[src/rtl/wnm_pkg.sv]
// ----------------------------------------------------------------------------
// wnm_pkg: shared types and constants of the wildcard name matcher
// Character codes, register indexes and the structures that pass between
// the configuration block, the matching core and the top level.
// ----------------------------------------------------------------------------
package wnm_pkg;

   localparam int CharW     = 8;
   localparam int CsrIndexW = 2;
   localparam int CsrDataW  = 64;
   localparam int PatCharsW = 128;
   localparam int PatLenW   = 5;

   localparam logic [CharW-1:0] StarChar  = 8'h2A;
   localparam logic [CharW-1:0] QueryChar = 8'h3F;
   localparam logic [CharW-1:0] PctChar   = 8'h25;
   localparam logic [CharW-1:0] SpaceChar = 8'h20;

   localparam logic [CsrIndexW-1:0] CsrPatternLow  = 2'd0;
   localparam logic [CsrIndexW-1:0] CsrPatternHigh = 2'd1;
   localparam logic [CsrIndexW-1:0] CsrPatternLen  = 2'd2;

   // Pattern as held in the configuration registers.
   typedef struct packed {
      logic [PatCharsW-1:0] chars;
      logic [PatLenW-1:0]   length;
   } pattern_type;

   // One name character handed from the input register to the core.
   typedef struct packed {
      logic             fire;
      logic             last;
      logic [CharW-1:0] name_char;
   } step_type;

endpackage

[src/rtl/wildcard_name_matcher.sv]
// ----------------------------------------------------------------------------
// wildcard_name_matcher: streamed name against a wildcard pattern
// Matches a space-padded name, one character per request, against a
// pattern of up to sixteen characters with '*', '?' and '%' wildcards.
// ----------------------------------------------------------------------------
//
//   channel   direction  handshake            payload
//   -------   ---------  -------------------  ---------------------------------
//   req_      in         req_valid/req_stall  req_name_char, req_last_char
//   rsp_      out        rsp_valid/rsp_stall  rsp_matched
//   csr_      in         csr_valid/csr_ready  csr_index, csr_data
//
// One request is taken every clock cycle while req_stall is low. A request
// is registered on acceptance and is folded into the automaton when it leaves
// the input register; a request flagged as the last character then places its
// match flag in the result register as it is folded in.
// The critical path is the two star-closure chains across the pattern
// positions in the automaton update.
// Reset is synchronous and active high; it clears the pattern to empty and
// returns the automaton to position zero.
// A stalled result holds only last-character requests back: other
// characters keep flowing into the automaton while the result waits.
//
module wildcard_name_matcher #(
   parameter int MAX_PATTERN = 16
) (
   input  logic                                 clock,
   input  logic                                 reset,
   input  logic                                 req_valid,
   output logic                                 req_stall,
   input  logic [7:0]                           req_name_char,
   input  logic                                 req_last_char,
   output logic                                 rsp_valid,
   input  logic                                 rsp_stall,
   output logic                                 rsp_matched,
   input  logic                                 csr_valid,
   output logic                                 csr_ready,
   input  logic [wnm_pkg::CsrIndexW-1:0]        csr_index,
   input  logic [wnm_pkg::CsrDataW-1:0]         csr_data
);

   // Input register: one request waiting for the automaton.
   logic                      s1_valid_ff, s1_valid_in;
   logic                      s1_last_ff, s1_last_in;
   logic [wnm_pkg::CharW-1:0] s1_char_ff, s1_char_in;

   // Result register.
   logic rsp_valid_ff, rsp_valid_in;
   logic rsp_matched_ff, rsp_matched_in;

   logic                 req_take;
   logic                 s1_move;
   logic                 core_matched;
   wnm_pkg::step_type    step;
   wnm_pkg::pattern_type pattern;

   // The configuration registers take a write in every cycle.
   assign csr_ready = 1'b1;

   wnm_csr u_csr (
      .clock     (clock),
      .reset     (reset),
      .csr_valid (csr_valid),
      .csr_index (csr_index),
      .csr_data  (csr_data),
      .pattern   (pattern)
   );

   // The held request moves on unless it needs the result register and
   // that register is still occupied by a result that is stalled.
   assign s1_move   = s1_valid_ff && (!s1_last_ff || !rsp_valid_ff || !rsp_stall);
   assign req_stall = s1_valid_ff && !s1_move;
   assign req_take  = req_valid && !req_stall;

   assign step.fire      = s1_move;
   assign step.last      = s1_last_ff;
   assign step.name_char = s1_char_ff;

   wnm_core #(
      .MaxPattern (MAX_PATTERN)
   ) u_core (
      .clock   (clock),
      .reset   (reset),
      .step    (step),
      .pattern (pattern),
      .matched (core_matched)
   );

   always_comb begin
      s1_valid_in = s1_valid_ff;
      s1_last_in  = s1_last_ff;
      s1_char_in  = s1_char_ff;
      if (req_take) begin
         s1_valid_in = 1'b1;
         s1_last_in  = req_last_char;
         s1_char_in  = req_name_char;
      end else if (s1_move) begin
         s1_valid_in = 1'b0;
      end
   end

   always_comb begin
      rsp_valid_in   = rsp_valid_ff;
      rsp_matched_in = rsp_matched_ff;
      if (s1_move && s1_last_ff) begin
         rsp_valid_in   = 1'b1;
         rsp_matched_in = core_matched;
      end else if (!rsp_stall) begin
         rsp_valid_in = 1'b0;
      end
   end

   always_ff @(posedge clock) begin
      if (reset) begin
         s1_valid_ff  <= 1'b0;
         rsp_valid_ff <= 1'b0;
      end else begin
         s1_valid_ff  <= s1_valid_in;
         rsp_valid_ff <= rsp_valid_in;
      end
   end

   // Payload registers carry no reset.
   always_ff @(posedge clock) begin
      s1_last_ff     <= s1_last_in;
      s1_char_ff     <= s1_char_in;
      rsp_matched_ff <= rsp_matched_in;
   end

   assign rsp_valid   = rsp_valid_ff;
   assign rsp_matched = rsp_matched_ff;

endmodule

[src/rtl/wnm_csr.sv]
// ----------------------------------------------------------------------------
// wnm_csr: pattern configuration registers
// Holds the sixteen pattern characters and the pattern length.
// ----------------------------------------------------------------------------
module wnm_csr (
   input  logic                           clock,
   input  logic                           reset,
   input  logic                           csr_valid,
   input  logic [wnm_pkg::CsrIndexW-1:0]  csr_index,
   input  logic [wnm_pkg::CsrDataW-1:0]   csr_data,
   output wnm_pkg::pattern_type           pattern
);

   logic [wnm_pkg::CsrDataW-1:0] low_ff, low_in;
   logic [wnm_pkg::CsrDataW-1:0] high_ff, high_in;
   logic [wnm_pkg::PatLenW-1:0]  len_ff, len_in;

   always_comb begin
      low_in  = low_ff;
      high_in = high_ff;
      len_in  = len_ff;
      if (csr_valid) begin
         case (csr_index)
            wnm_pkg::CsrPatternLow:  low_in  = csr_data;
            wnm_pkg::CsrPatternHigh: high_in = csr_data;
            wnm_pkg::CsrPatternLen:  len_in  = csr_data[wnm_pkg::PatLenW-1:0];
            default: ;
         endcase
      end
   end

   always_ff @(posedge clock) begin
      if (reset) begin
         low_ff  <= '0;
         high_ff <= '0;
         len_ff  <= '0;
      end else begin
         low_ff  <= low_in;
         high_ff <= high_in;
         len_ff  <= len_in;
      end
   end

   assign pattern.chars  = {high_ff, low_ff};
   assign pattern.length = len_ff;

endmodule

[src/rtl/wnm_core.sv]
// ----------------------------------------------------------------------------
// wnm_core: bit-parallel wildcard automaton
// Keeps the set of reached pattern positions and the end-of-name flag, and
// updates every position at once for each name character.
// ----------------------------------------------------------------------------
module wnm_core #(
   parameter int MaxPattern = 16
) (
   input  logic                 clock,
   input  logic                 reset,
   input  wnm_pkg::step_type    step,
   input  wnm_pkg::pattern_type pattern,
   output logic                 matched
);

   localparam int StateW = MaxPattern + 1;
   localparam int LenW   = $clog2(MaxPattern + 1);

   logic [StateW-1:0]     active_ff, active_in;
   logic                  ended_ff, ended_in;
   logic [LenW-1:0]       len;
   logic [MaxPattern-1:0] in_use, star_live, one_live;
   logic [StateW-1:0]     closed_now, advanced, closed_next, after;
   logic                  do_advance;

   // A '*' lets a reached position pass on to the next one with no character.
   function automatic logic [StateW-1:0] closure(input logic [StateW-1:0]     set,
                                                 input logic [MaxPattern-1:0] stars);
      logic [StateW-1:0] r;
      r = set;
      for (int i = 0; i < MaxPattern; i++) begin
         if (r[i] && stars[i]) r[i+1] = 1'b1;
      end
      return r;
   endfunction

   function automatic logic [StateW-1:0] advance(input logic [StateW-1:0]     set,
                                                 input logic [MaxPattern-1:0] stars,
                                                 input logic [MaxPattern-1:0] ones);
      logic [StateW-1:0] r;
      r = '0;
      for (int i = 0; i < MaxPattern; i++) begin
         if (set[i] && stars[i]) r[i] = 1'b1;
         else if (set[i] && ones[i]) r[i+1] = 1'b1;
      end
      return r;
   endfunction

   assign len = (pattern.length > wnm_pkg::PatLenW'(MaxPattern)) ?
                LenW'(MaxPattern) : LenW'(pattern.length);

   for (genvar g = 0; g < MaxPattern; g++) begin : g_pos
      logic [wnm_pkg::CharW-1:0] pc;
      assign pc           = pattern.chars[wnm_pkg::CharW*g +: wnm_pkg::CharW];
      assign in_use[g]    = LenW'(g) < len;
      assign star_live[g] = in_use[g] && (pc == wnm_pkg::StarChar);
      assign one_live[g]  = in_use[g] && (pc != wnm_pkg::StarChar) &&
                            ((pc == wnm_pkg::QueryChar) || (pc == wnm_pkg::PctChar) ||
                             (pc == step.name_char));
   end

   assign do_advance  = !ended_ff && (step.name_char != wnm_pkg::SpaceChar);
   assign closed_now  = closure(active_ff, star_live);
   assign advanced    = advance(closed_now, star_live, one_live);
   assign closed_next = closure(advanced, star_live);
   assign after       = do_advance ? closed_next : closed_now;
   assign matched     = after[len];

   always_comb begin
      active_in = active_ff;
      ended_in  = ended_ff;
      if (step.fire) begin
         if (step.last) begin
            active_in = StateW'(1);
            ended_in  = 1'b0;
         end else if (do_advance) begin
            active_in = closed_next;
         end else begin
            ended_in = 1'b1;
         end
      end
   end

   always_ff @(posedge clock) begin
      if (reset) begin
         active_ff <= StateW'(1);
         ended_ff  <= 1'b0;
      end else begin
         active_ff <= active_in;
         ended_ff  <= ended_in;
      end
   end

endmodule

[config.mk]
export PLATFORM = sky130hd
export DESIGN_NAME = wildcard_name_matcher
export DESIGN_NICKNAME = d
export VERILOG_FILES = /design/src/rtl/wnm_pkg.sv /design/src/rtl/wildcard_name_matcher.sv /design/src/rtl/wnm_csr.sv /design/src/rtl/wnm_core.sv
export SDC_FILE = /design/constraint.sdc
export NUM_CORES = 1
export LEC_CHECK = 0
export BUFFER_PORTS_ARGS = -buffer_cell sky130_fd_sc_hd__buf_2
export CAP_MARGIN = 20
export CORE_ASPECT_RATIO = 0.75
export CORE_MARGIN = 2
export CORE_UTILIZATION = 55
export DETAILED_ROUTE_END_ITERATION = 16
export PLACE_DENSITY = 0.74
export SLEW_MARGIN = 20
export SYNTH_ARGS = -nofsm -noshare
export SYNTH_HDL_FRONTEND = slang
export SYNTH_SLANG_ARGS = --single-unit
export TNS_END_PERCENT = 10
[constraint.sdc]
create_clock -name clock -period 3.1 [get_ports clock]
set_input_delay 0.62 -clock clock [delete_from_list [all_inputs] [get_ports clock]]
set_output_delay 0.62 -clock clock [all_outputs]
set_load 0.05 [all_outputs]
==> results of run 1 <==
==> sequential cells by signal, indices dropped and copies added (netlist names), 5 cells and up <==
| signal | count |
|---|---|
| u_csr.len_ff | 5 |
| s1_char_ff | 8 |
| u_csr.high_ff | 64 |
| u_csr.low_ff | 64 |
| u_core.active_ff | 17 |
==> critical path: stages, from the launching register on <==
cell       delay, ps
dfxtp_4          360
or3_4            390
o21a_1           210
a211o_1          350
nand4_4          130
a21boi_4          80
buf_6            140
buf_6            110
o31a_1           240
o21a_1           140
a211oi_4         320
a2111oi_4        130
nor3_2           290
nand2b_2         130
o211ai_1         220
nand3_1          100
==> timing repair <==
action,4_1_cts,5_1_grt
endpoints found under the setup margin,9,15
endpoints found under the hold margin,0,0
pin swaps,24,21
setup buffers,5,6
gates resized for setup,25,25
==> cells in the final DEF (no fill, tap or decap), types with 8 or more instances in the layout <==
cell / synthesis / routed
o21ai_0: 20 / 16
nand2_1: 302 / 302
buf_4: 1 / 207
nor2_1: 56 / 54
xor2_1: 104 / 104
inv_1: 10 / 10
nor3b_1: 14 / 13
nor3_1: 24 / 23
buf_2: 3 / 81
a31oi_1: 11 / 8
nor4_1: 34 / 31
nand3_1: 20 / 19
nand4_1: 13 / 13
a21oi_1: 176 / 174
a22oi_1: 10 / 10
dfxtp_1: 153 / 149
edfxtp_1: 10 / 10
nand2b_1: 12 / 12
a211oi_1: 15 / 12
or3_1: 16 / 15
xnor2_1: 24 / 24
clkbuf_16: 0 / 17
==> kinds of logic (layout without fill, tap and decap cells) <==
kind of cell / Yosys count / count (layout)
mux: 6 / 6
simple gates: 558 / 558
compound gates: 304 / 304
other cells: 1 / 1
buf+inv: 89 / 335
flops: 163 / 163
xor+xnor: 128 / 128
==> routing by layer <==
layer | up-vias | wire (um) | GRT usage (%) | share of wire (%)
met5 | - | 0 | 0 | 0
li1 | 4837 | - | - | -
met4 | 0 | 632 | 9.633 | 2.0
met3 | 59 | 2833 | 7.243 | 9.1
met2 | 464 | 13370 | 51.22 | 43
met1 | 4810 | 14220 | 50.05 | 46
==> report_power, final <==
| part | internal, W | leakage [nW] | switching, W |
|---|---|---|---|
| sequential | 0.00218 | 1.34 | 0.0000688 |
| combinational | 0.000283 | 3.37 | 0.000384 |
| clock | 0.00116 | 0.300 | 0.00102 |
==> through the flow <==
step	hold slack, ps	TNS (ps)
5_1_grt	346.0	-3676
3_3_place_gp	444.6	-2177
3_5_place_dp	455.7	-2897
4_1_cts	348.5	-2319
6_report	348.7	-2077
2_1_floorplan	432.1	-423.9
==> final timing paths <==
kind,start,endpoint,slack [ps],depth (start not counted)
max,u_csr.len_ff[2]$_SDFFE_PP0P_,rsp_matched$_DFFE_PP_,-510,15
min,req_name_char[1],s1_char_ff[1]$_DFFE_PP_,350,1
max reg2reg,u_csr.len_ff[2]$_SDFFE_PP0P_,rsp_matched$_DFFE_PP_,-510,15
min reg2reg,u_core.active_ff[14]$_SDFFE_PP0P_,u_core.active_ff[14]$_SDFFE_PP0P_,470,2
==> area by class of cell <==
type	instances	area, um^2	area share [%]
clock buffers	17	425.4	3.456
clock inverters	15	183.9	1.494
inverters	10	37.54	0.3049
multi-input cells	997	5987	48.64
flip-flops and latches	163	3373	27.40
well taps	215	269.0	2.185
repair buffers	293	2033	16.52
==> results.yml, run 1 <==
clocking:
  cts.sinks: 163
  cts_max_level: 4
  cts_buffers: 17
  hold_buffers: 0
  cts_tree: "built"
  root_buffer: "clkbuf_16"
  clkTransAtPathRegs_ps: 70
  clk_latency_ps: 450
  clockBufferDepth: 2
grt:
  antenna_found_initial: 0
  grt_usage_pct: 34.32
  grt_max_degree: 65
  grt_pass1_wl_um: 50070
  grt_pass1_vias: 9496
  grt-ovfl-total: 0
synthesis:
  synth_seq_area_share_pct: 35.65
  synth_commonest_cells: "nand2_1 (302), a21oi_1 (176), dfxtp_1 (153), xor2_1 (104), clkbuf_1 (69)"
  synth_cell_types: 76
  syn_area_um2: 9434
  avgSynthCellArea_um2: 7.553
  synth-simple-area-share_pct: 28.36
  synth_edf_count: 10
  yosys-top-cells-area: "dfxtp_1 (32%), nand2_1 (12%), xor2_1 (9.7%), a21oi_1 (9.3%), edfxtp_1 (3.2%)"
  ys_seq_elements: 163
  synth-xor-area-share_pct: 11.88
  synth.mux.area_fraction_pct: 0.6366
  synth_fp_nets: 1329
  synth_compound_area_share_pct: 19.81
  synthArstFlopShare_pct: 0
  yosys_warnings: 0
  synth_top_family_by_area: "simple AND/OR/NAND/NOR gates"
  synth.most_common_cell: "nand2_1"
  synth.largest_area_cell: "dfxtp_1"
  ys.flop_type: "dfxtp_1"
  synth_adder_area_share_pct: 0
  yosys.area.top_type_share_pct: 32.47
  syn_inst: 1249
cells_and_area:
  n_fill_cell: 1406
  drive_gt1_share_pct: 25.48
  final_util_pct: 73.16
  nNetsFinal: 1562
  fin_area_um2: 12310
  final_cells: 1710
  area_growth_pct: 30.48
  antenna_cells: 0
drt:
  wire_per_inst_um: 18.16
  wl_um: 31060
  vias_per_cell: 5.947
  drcViolationCount: 0
  drt-initial-drc-count: 970
  num_vias: 10170
  ant_nets: 0
  first_pass_iters: 7
sta:
  fin_crit_sh_pct: 116.3
  relSlewSlack_pct: 43.83
  rsz0062_at_grt: "true"
  clock.fmax_mhz: 277.3
  fin_ws_ps: -505.7
  finalClockSkew_ps: 14.94
  hold_viol: 0
  worst_pin_slew_ps: 834.8
  setup_violations: 7
  min_period_ps: 3606
  slew_violations: 0
power:
  p_total_w: 0.005100
  vdd_ir_drop_max_mv: 0.3259
  p_leak_nw: 5.014
  powerDensity_nw_per_um2: 414.3
critical_path:
  cp.arrival_ps: 3790
  cp_max_fo: 6
  critPathKind: "reg -> reg"
  worstSetupEndpointType: "flop"
  worstSetupStartpointType: "flop"
  required_ps: 3280
die:
  die_height_um: 117.4
  rows: 41
  io_pins: 84
  initial_core_util_pct: 56.07
  fp.coreArea_um2: 16830
  die_x_um: 155.2
  dieArea_um2: 18230
status:
  status: "finished, violations left"
  violations: "negative setup slack"
flow_run:
  cap_viol_max_count: 0
placed_design:
  routabilityCongestion: 1.011
  place_area_um2: 11420
  io_buffer_count: 82
  placed_cells: 1670
  dpl.hpwl_um: 22140
  pre_cts_ws_ps: -649.8
worst_hold_path:
  hold_path.class: "in -> reg"
(Power assumes the default switching activity.)
==> inputs of run 2 (changes only) <==
--- a/config.mk
+++ b/config.mk
@@ -7,7 +7,7 @@
 export LEC_CHECK = 0
 export BUFFER_PORTS_ARGS = -buffer_cell sky130_fd_sc_hd__buf_2
 export CAP_MARGIN = 20
-export CORE_ASPECT_RATIO = 0.75
+export CORE_ASPECT_RATIO = 0.7
 export CORE_MARGIN = 2
 export CORE_UTILIZATION = 55
 export DETAILED_ROUTE_END_ITERATION = 16
==> run 2 against run 1 <==
The flow still finishes with violations (negative setup slack). Worst setup slack gained 66 ps. Combinational power is 0.7% higher. Sequential power about the same. Global-route usage barely moved. Flip-flop and latch count did not move. Critical endpoint unchanged.
==> results.yml, run 2 (same netlist as run 1, synthesis figures left out) <==
worst_hold_path:
  hold_path.class: "in -> reg"
  whs_path_depth: 1
  hold_end: "s1_char_ff[7]$_DFFE_PP_"
  hold_start: "req_name_char[7]"
die:
  dieArea_um2: 18230
  rows: 40
  die_height_um: 113.6
  fp.coreArea_um2: 16970
  initial_core_util_pct: 55.60
  io_pins: 84
  die_x_um: 160.5
clocking:
  cts.sinks: 163
  root_buffer: "clkbuf_16"
  clkTransAtPathRegs_ps: 70
  clockBufferDepth: 2
  cts_buffers: 17
  cts_max_level: 4
  cts_tree: "built"
  clk_latency_ps: 430
grt:
  grt-ovfl-total: 0
  grt_usage_pct: 34.35
  grt_pass1_vias: 9561
  grt_max_degree: 65
  antenna_found_initial: 0
  grt_pass1_wl_um: 49820
placed_design:
  io_buffer_count: 82
  pre_cts_ws_ps: -531.8
  routabilityCongestion: 1.023
  dpl.hpwl_um: 22530
  place_area_um2: 11420
  placed_cells: 1681
sta:
  min_period_ps: 3539
  slew_violations: 0
  setup_violations: 9
  clock.fmax_mhz: 282.5
  rsz0062_at_grt: "true"
  finalClockSkew_ps: 8.642
  hold_viol: 0
  fin_crit_sh_pct: 114.2
  worst_pin_slew_ps: 854.6
  fin_ws_ps: -439.5
  relSlewSlack_pct: 42.82
drt:
  first_pass_iters: 5
  wl_um: 31740
  drcViolationCount: 0
  wire_per_inst_um: 18.41
  ant_nets: 0
  num_vias: 10190
  vias_per_cell: 5.913
  drt-initial-drc-count: 969
flow_run:
  cap_viol_max_count: 0
critical_path:
  cp_max_fo: 7
  critPathKind: "reg -> reg"
  regToRegSetupSlack_ps: -440
  rr_endpoint: "rsp_matched$_DFFE_PP_"
  required_ps: 3280
  cp.arrival_ps: 3720
  worstSetupEndpointType: "flop"
  rr_startpoint: "u_csr.len_ff[3]$_SDFFE_PP0P_"
  r2r_cells: 14
  worstSetupStartpointType: "flop"
power:
  p_total_w: 0.005055
  powerDensity_nw_per_um2: 403.7
  p_leak_nw: 5.021
  vdd_ir_drop_max_mv: 0.3496
cells_and_area:
  final_common_cell: "nand2_1"
  antenna_cells: 0
  drive_gt1_share_pct: 27.26
  final_cells: 1724
  fin_area_um2: 12520
  nNetsFinal: 1560
  area_growth_pct: 32.73
  final_cell_mix: "nand2_1 (300), buf_4 (204), a21oi_1 (169), dfxtp_1 (147), xor2_1 (104)"
  largest_registers: "u_csr.high_ff (64), u_csr.low_ff (64), u_core.active_ff (17)"
status:
  status: "finished, violations left"
  violations: "negative setup slack"
==> run 2: cell types whose count changed in the layout (fill, tap and decap cells not counted), moves of 3 or more <==
cell | previous run | this run
buf_12 | 2 | 5
buf_4 | 207 | 204
clkinv_8 | 3 | 0
a21oi_2 | 1 | 7
nor3_1 | 23 | 20
a21oi_1 | 174 | 169
a211oi_1 | 12 | 9
==> run 2: how the worst max path moves through the flow <==
stage,from,end,depth (start not counted)
5_1_grt,u_csr.len_ff[3]$_SDFFE_PP0P_,rsp_matched$_DFFE_PP_,14
2_1_floorplan,u_csr.len_ff[3]$_SDFFE_PP0P_,rsp_matched$_DFFE_PP_,14
4_1_cts,u_csr.len_ff[2]$_SDFFE_PP0P_,rsp_matched$_DFFE_PP_,14
3_3_place_gp,u_csr.len_ff[1]$_SDFFE_PP0P_,rsp_matched$_DFFE_PP_,17
6_report,u_csr.len_ff[3]$_SDFFE_PP0P_,rsp_matched$_DFFE_PP_,14
3_5_place_dp,u_csr.low_ff[38]$_SDFFE_PP0P_,u_core.active_ff[16]$_SDFFE_PP0P_,14
==> run 2: where the power goes <==
group	switching [W]	leakage [nW]	internal, W
sequential	0.0000690	1.34	0.00218
combinational	0.000387	3.40	0.000286
clock	0.000975	0.281	0.00116
==> run 2: critical path: stages (launching register included) <==
cell	delay [ps]
dfxtp_4	380
or3_4	380
o21a_4	220
a211o_4	360
buf_4	140
a31oi_1	330
nor3_2	110
o31ai_2	340
a31oi_2	110
nor3b_1	210
o211ai_1	120
o211ai_1	110
o211ai_1	150
a211oi_2	230
nand3_1	90
==> run 2: area by class of cell <==
class,instances,area [um^2]
inverters,10,37.54
well taps,231,289.0
clock buffers,19,442.9
repair buffers,291,2048
flip-flops and latches,163,3378
clock inverters,13,137.6
multi-input cells,997,6188
fillers,1339,4444
==> run 2: through the flow <==
stage          util [%]  setup TNS (ps)  hold slack [ps]
4_1_cts           71.73           -1910            352.0
3_3_place_gp      67.33           -2154            443.8
6_report          73.81           -2339            355.5
2_1_floorplan         -          -423.9            432.1
3_5_place_dp      67.33           -2351            452.9
5_1_grt           73.81           -3908            349.2
==> run 2: repair_timing <==
action	CTS	global route
endpoints found under the setup margin	8	11
resized for setup	26	60
setup buffers	4	8
hold buffers	0	0
pin swaps	14	28
==> run 2: routing by layer <==
layer	part of all wire (%)	track usage, %
met5	0	0
met2	42	52.18
met4	2.3	10.75
met3	10	9.236
met1	45	47.86
==> inputs of run 3 (changes only) <==
--- a/config.mk
+++ b/config.mk
@@ -15,5 +15,6 @@
 export SLEW_MARGIN = 20
 export SYNTH_ARGS = -nofsm -noshare
 export SYNTH_HDL_FRONTEND = slang
+export SYNTH_HIERARCHICAL = 1
 export SYNTH_SLANG_ARGS = --single-unit
 export TNS_END_PERCENT = 10
==> run 3 against run 2 <==
The flow still finishes with violations (negative setup slack). Global-route usage decreased by 0.55 points. Clock power rose by 3%. Core utilization increased by 1.3 points. Sequential power is essentially flat. Via count is essentially flat. First-iteration DRC count is 5.3% lower. Routed wire length increased by 7.6%. Flip-flop and latch count unchanged. Highest routed layer is now met5.
==> results.yml, run 3 <==
status:
  status: "finished, violations left"
  violations: "negative setup slack"
synthesis:
  ys_seq_elements: 163
  synth.most_common_cell: "nand2b_1"
  synth_seq_area_share_pct: 32.10
  yosys_warnings: 6
  synth.largest_area_cell: "dfxtp_1"
  synth_commonest_cells: "nand2b_1 (204), dfxtp_1 (153), mux2i_1 (134), xor2_1 (96), nand2_1 (67)"
  synth_edf_count: 10
  synthArstFlopShare_pct: 0
  synth_fp_nets: 1276
  syn_area_um2: 10480
  syn_inst: 1196
  yosys-top-cells-area: "dfxtp_1 (29%), mux2i_1 (13%), nand2b_1 (12%), xor2_1 (8.0%), edfxtp_1 (2.9%)"
  ys.flop_type: "dfxtp_1"
  synth_cell_types: 82
  yosys.area.top_type_share_pct: 29.24
  avgSynthCellArea_um2: 8.759
clocking:
  root_buffer: "clkbuf_16"
  cts.sinks: 163
  clkTransAtPathRegs_ps: 70
  cts_max_level: 4
  clk_latency_ps: 450
  cts_buffers: 17
  hold_buffers: 0
  clockBufferDepth: 2
  cts_tree: "built"
sta:
  slew_violations: 0
  fin_tns_setup_ps: -1278
  clock.fmax_mhz: 286.1
  fin_crit_sh_pct: 112.8
  worst_pin_slew_ps: 1124
  finalClockSkew_ps: 13.98
  min_period_ps: 3495
  fin_ws_ps: -395.4
  hold_viol: 0
  rsz0062_at_grt: "true"
  relSlewSlack_pct: 25.07
  setup_violations: 6
worst_hold_path:
  hold_start: "req_name_char[4]"
  hold_path.class: "in -> reg"
critical_path:
  rr_startpoint: "s1_char_ff[3]$_DFFE_PP_"
  worstSetupEndpointType: "flop"
  endpoint: "rsp_matched$_DFFE_PP_"
  required_ps: 3280
  crit_start: "s1_char_ff[3]$_DFFE_PP_"
  cp.arrival_ps: 3680
  cp_top_family: "compound AO/OA/AOI/OAI gates"
  path_cells: "buf_12 > buf_4 > xnor2_1 > nand4_1 > o211ai_1 > a21oi_1 > o32ai_4 > o31a_1 > nor4_2 > o221ai_1 > a21oi_1 > o2111ai_2 > nand4_1 > nand3_1"
  critPathBufInv: 2
  cp_max_fo: 10
  rr_endpoint: "rsp_matched$_DFFE_PP_"
  critPathKind: "reg -> reg"
  regToRegSetupSlack_ps: -400
  worstSetupStartpointType: "flop"
  max_stage_delay_ps: 420
  crit_cells: 14
  slowest_stage: "edfxtp_1"
  r2r_cells: 14
cells_and_area:
  final_common_cell: "buf_4"
  final_cell_mix: "buf_4 (248), nand2b_1 (202), dfxtp_1 (150), mux2i_1 (134), xor2_1 (96)"
  largest_registers: "u_csr/high_ff (64), u_csr/low_ff (64), u_core/active_ff (17)"
  nNetsFinal: 1571
  antenna_cells: 0
  final_cells: 1746
  n_fill_cell: 1379
  area_growth_pct: 34.50
  seq_area_um2: 3367
  drive_gt1_share_pct: 30.05
  multi_input_area_um2: 7191
power:
  p_switching_w: 0.001402
  clkPwrFrac_pct: 41.8
  internal_power_w: 0.003868
  powerDensity_nw_per_um2: 374.0
  p_leak_nw: 6.182
  p_comb_share_pct: 15.5
  seqPwrFrac_pct: 42.7
  p_sw_share_pct: 26.60
  vdd_ir_drop_max_mv: 0.4195
  p_total_w: 0.005270
drt:
  num_vias: 10200
  ant_nets: 0
  first_pass_iters: 5
  wl_um: 34170
  wire_per_inst_um: 19.57
  drt-initial-drc-count: 918
  vias_per_cell: 5.844
  drcViolationCount: 0
grt:
  grt_max_degree: 110
  antenna_found_initial: 0
  grt_pass1_vias: 9777
  grt_pass1_wl_um: 52870
  grt_usage_pct: 33.80
  grt-ovfl-total: 0
placed_design:
  routabilityCongestion: 1.026
  dpl.hpwl_um: 24340
  io_buffer_count: 82
  placed_cells: 1695
die:
  die_x_um: 169.0
  die_height_um: 119.5
  io_pins: 84
  dieArea_um2: 20190
  rows: 42
  initial_core_util_pct: 55.84
  fp.coreArea_um2: 18760
flow_run:
  cap_viol_max_count: 0
run 3: changes by cell type after synthesis, sizes merged, moves of 14 or more:
cell    change
mux2i     +128
a21oi     -131
nand2     -235
nand2b    +191
nor2       -22
buf        +20
o21ai      +14
clkbuf     -28
run 3: kinds of logic after synthesis:
logic type,synth area share (%)
and+or+nand+nor,28.15
buffers and inverters,3.559
AOI/OAI and AO/OA,12.54
other,0.03580
muxes,12.91
DFF,32.10
xor gates and xnor gates,10.70
run 3: worst min path at each step:
stage                                            end  slack (ps)  depth (start not counted)
floorplan           u_core/active_ff[9]$_SDFFE_PP0P_         430                          2
global placement    u_core/active_ff[9]$_SDFFE_PP0P_         450                          2
detailed placement  u_core/active_ff[9]$_SDFFE_PP0P_         460                          2
CTS                          s1_char_ff[4]$_DFFE_PP_         330                          1
global route                 s1_char_ff[3]$_DFFE_PP_         330                          1
finish                       s1_char_ff[4]$_DFFE_PP_         340                          1
run 3: worst reg2reg max path, stage by stage, from the launching register on:
cell and delay [ps]:
edfxtp_1 420, buf_12 190, buf_4 160, xnor2_1 130, nand4_1 160, o211ai_1 190
a21oi_1 290, o32ai_4 150, o31a_1 370, nor4_2 400, o221ai_1 220, a21oi_1 230
o2111ai_2 150, nand4_1 100, nand3_1 80
run 3: through the flow:
stage / area [um^2] / hold slack (ps) / worst slack (ps) / util [%]
after floorplan: 10510 / 425.6 / -254.7 / -
after global placement: 12890 / 452.2 / -605.7 / 68.71
after detailed placement: 12890 / 456.2 / -588.4 / 68.71
after CTS: 13880 / 326.2 / -293.4 / 73.96
after global routing: 14090 / 328.7 / -538.1 / 75.11
final: 14090 / 342.4 / -395.4 / 75.11
run 3: power groups by stage:
stage | clock network (W) | registers [W] | logic, W
finish | 0.00220 | 0.00225 | 0.000819
global route | 0.00230 | 0.00226 | 0.000870
CTS | 0.00222 | 0.00225 | 0.000794
detailed placement | 0 | 0.00229 | 0.000774
global placement | 0 | 0.00229 | 0.000757
floorplan | 0 | 0.00229 | 0.000432
run 3: area by class of cell:
type	count	share of cell area, %
Clock buffer	22	3.445
Timing Repair Buffer	347	18.24
Multi-Input combinational cell	948	51.03
Sequential cell	163	23.89
Clock inverter	10	0.8702
Tap cell	242	2.149
Inverter	14	0.3729
run 3: metal layers:
layer | track usage, % | share of wire, % | vias to the layer above
met1 | 48.46 | 47 | 4833
met5 | 1.535 | 0.12 | -
met3 | 9.206 | 9.6 | 52
met4 | 11.37 | 2.1 | 2
met2 | 48.57 | 42 | 466
li1 | - | - | 4850
run 3: what timing repair did:
action | 4_1_cts | 5_1_grt
setup endpoints to repair | 6 | 6
pin swaps | 34 | 15
buffers inserted | 14 | 6
gates resized for setup | 51 | 25
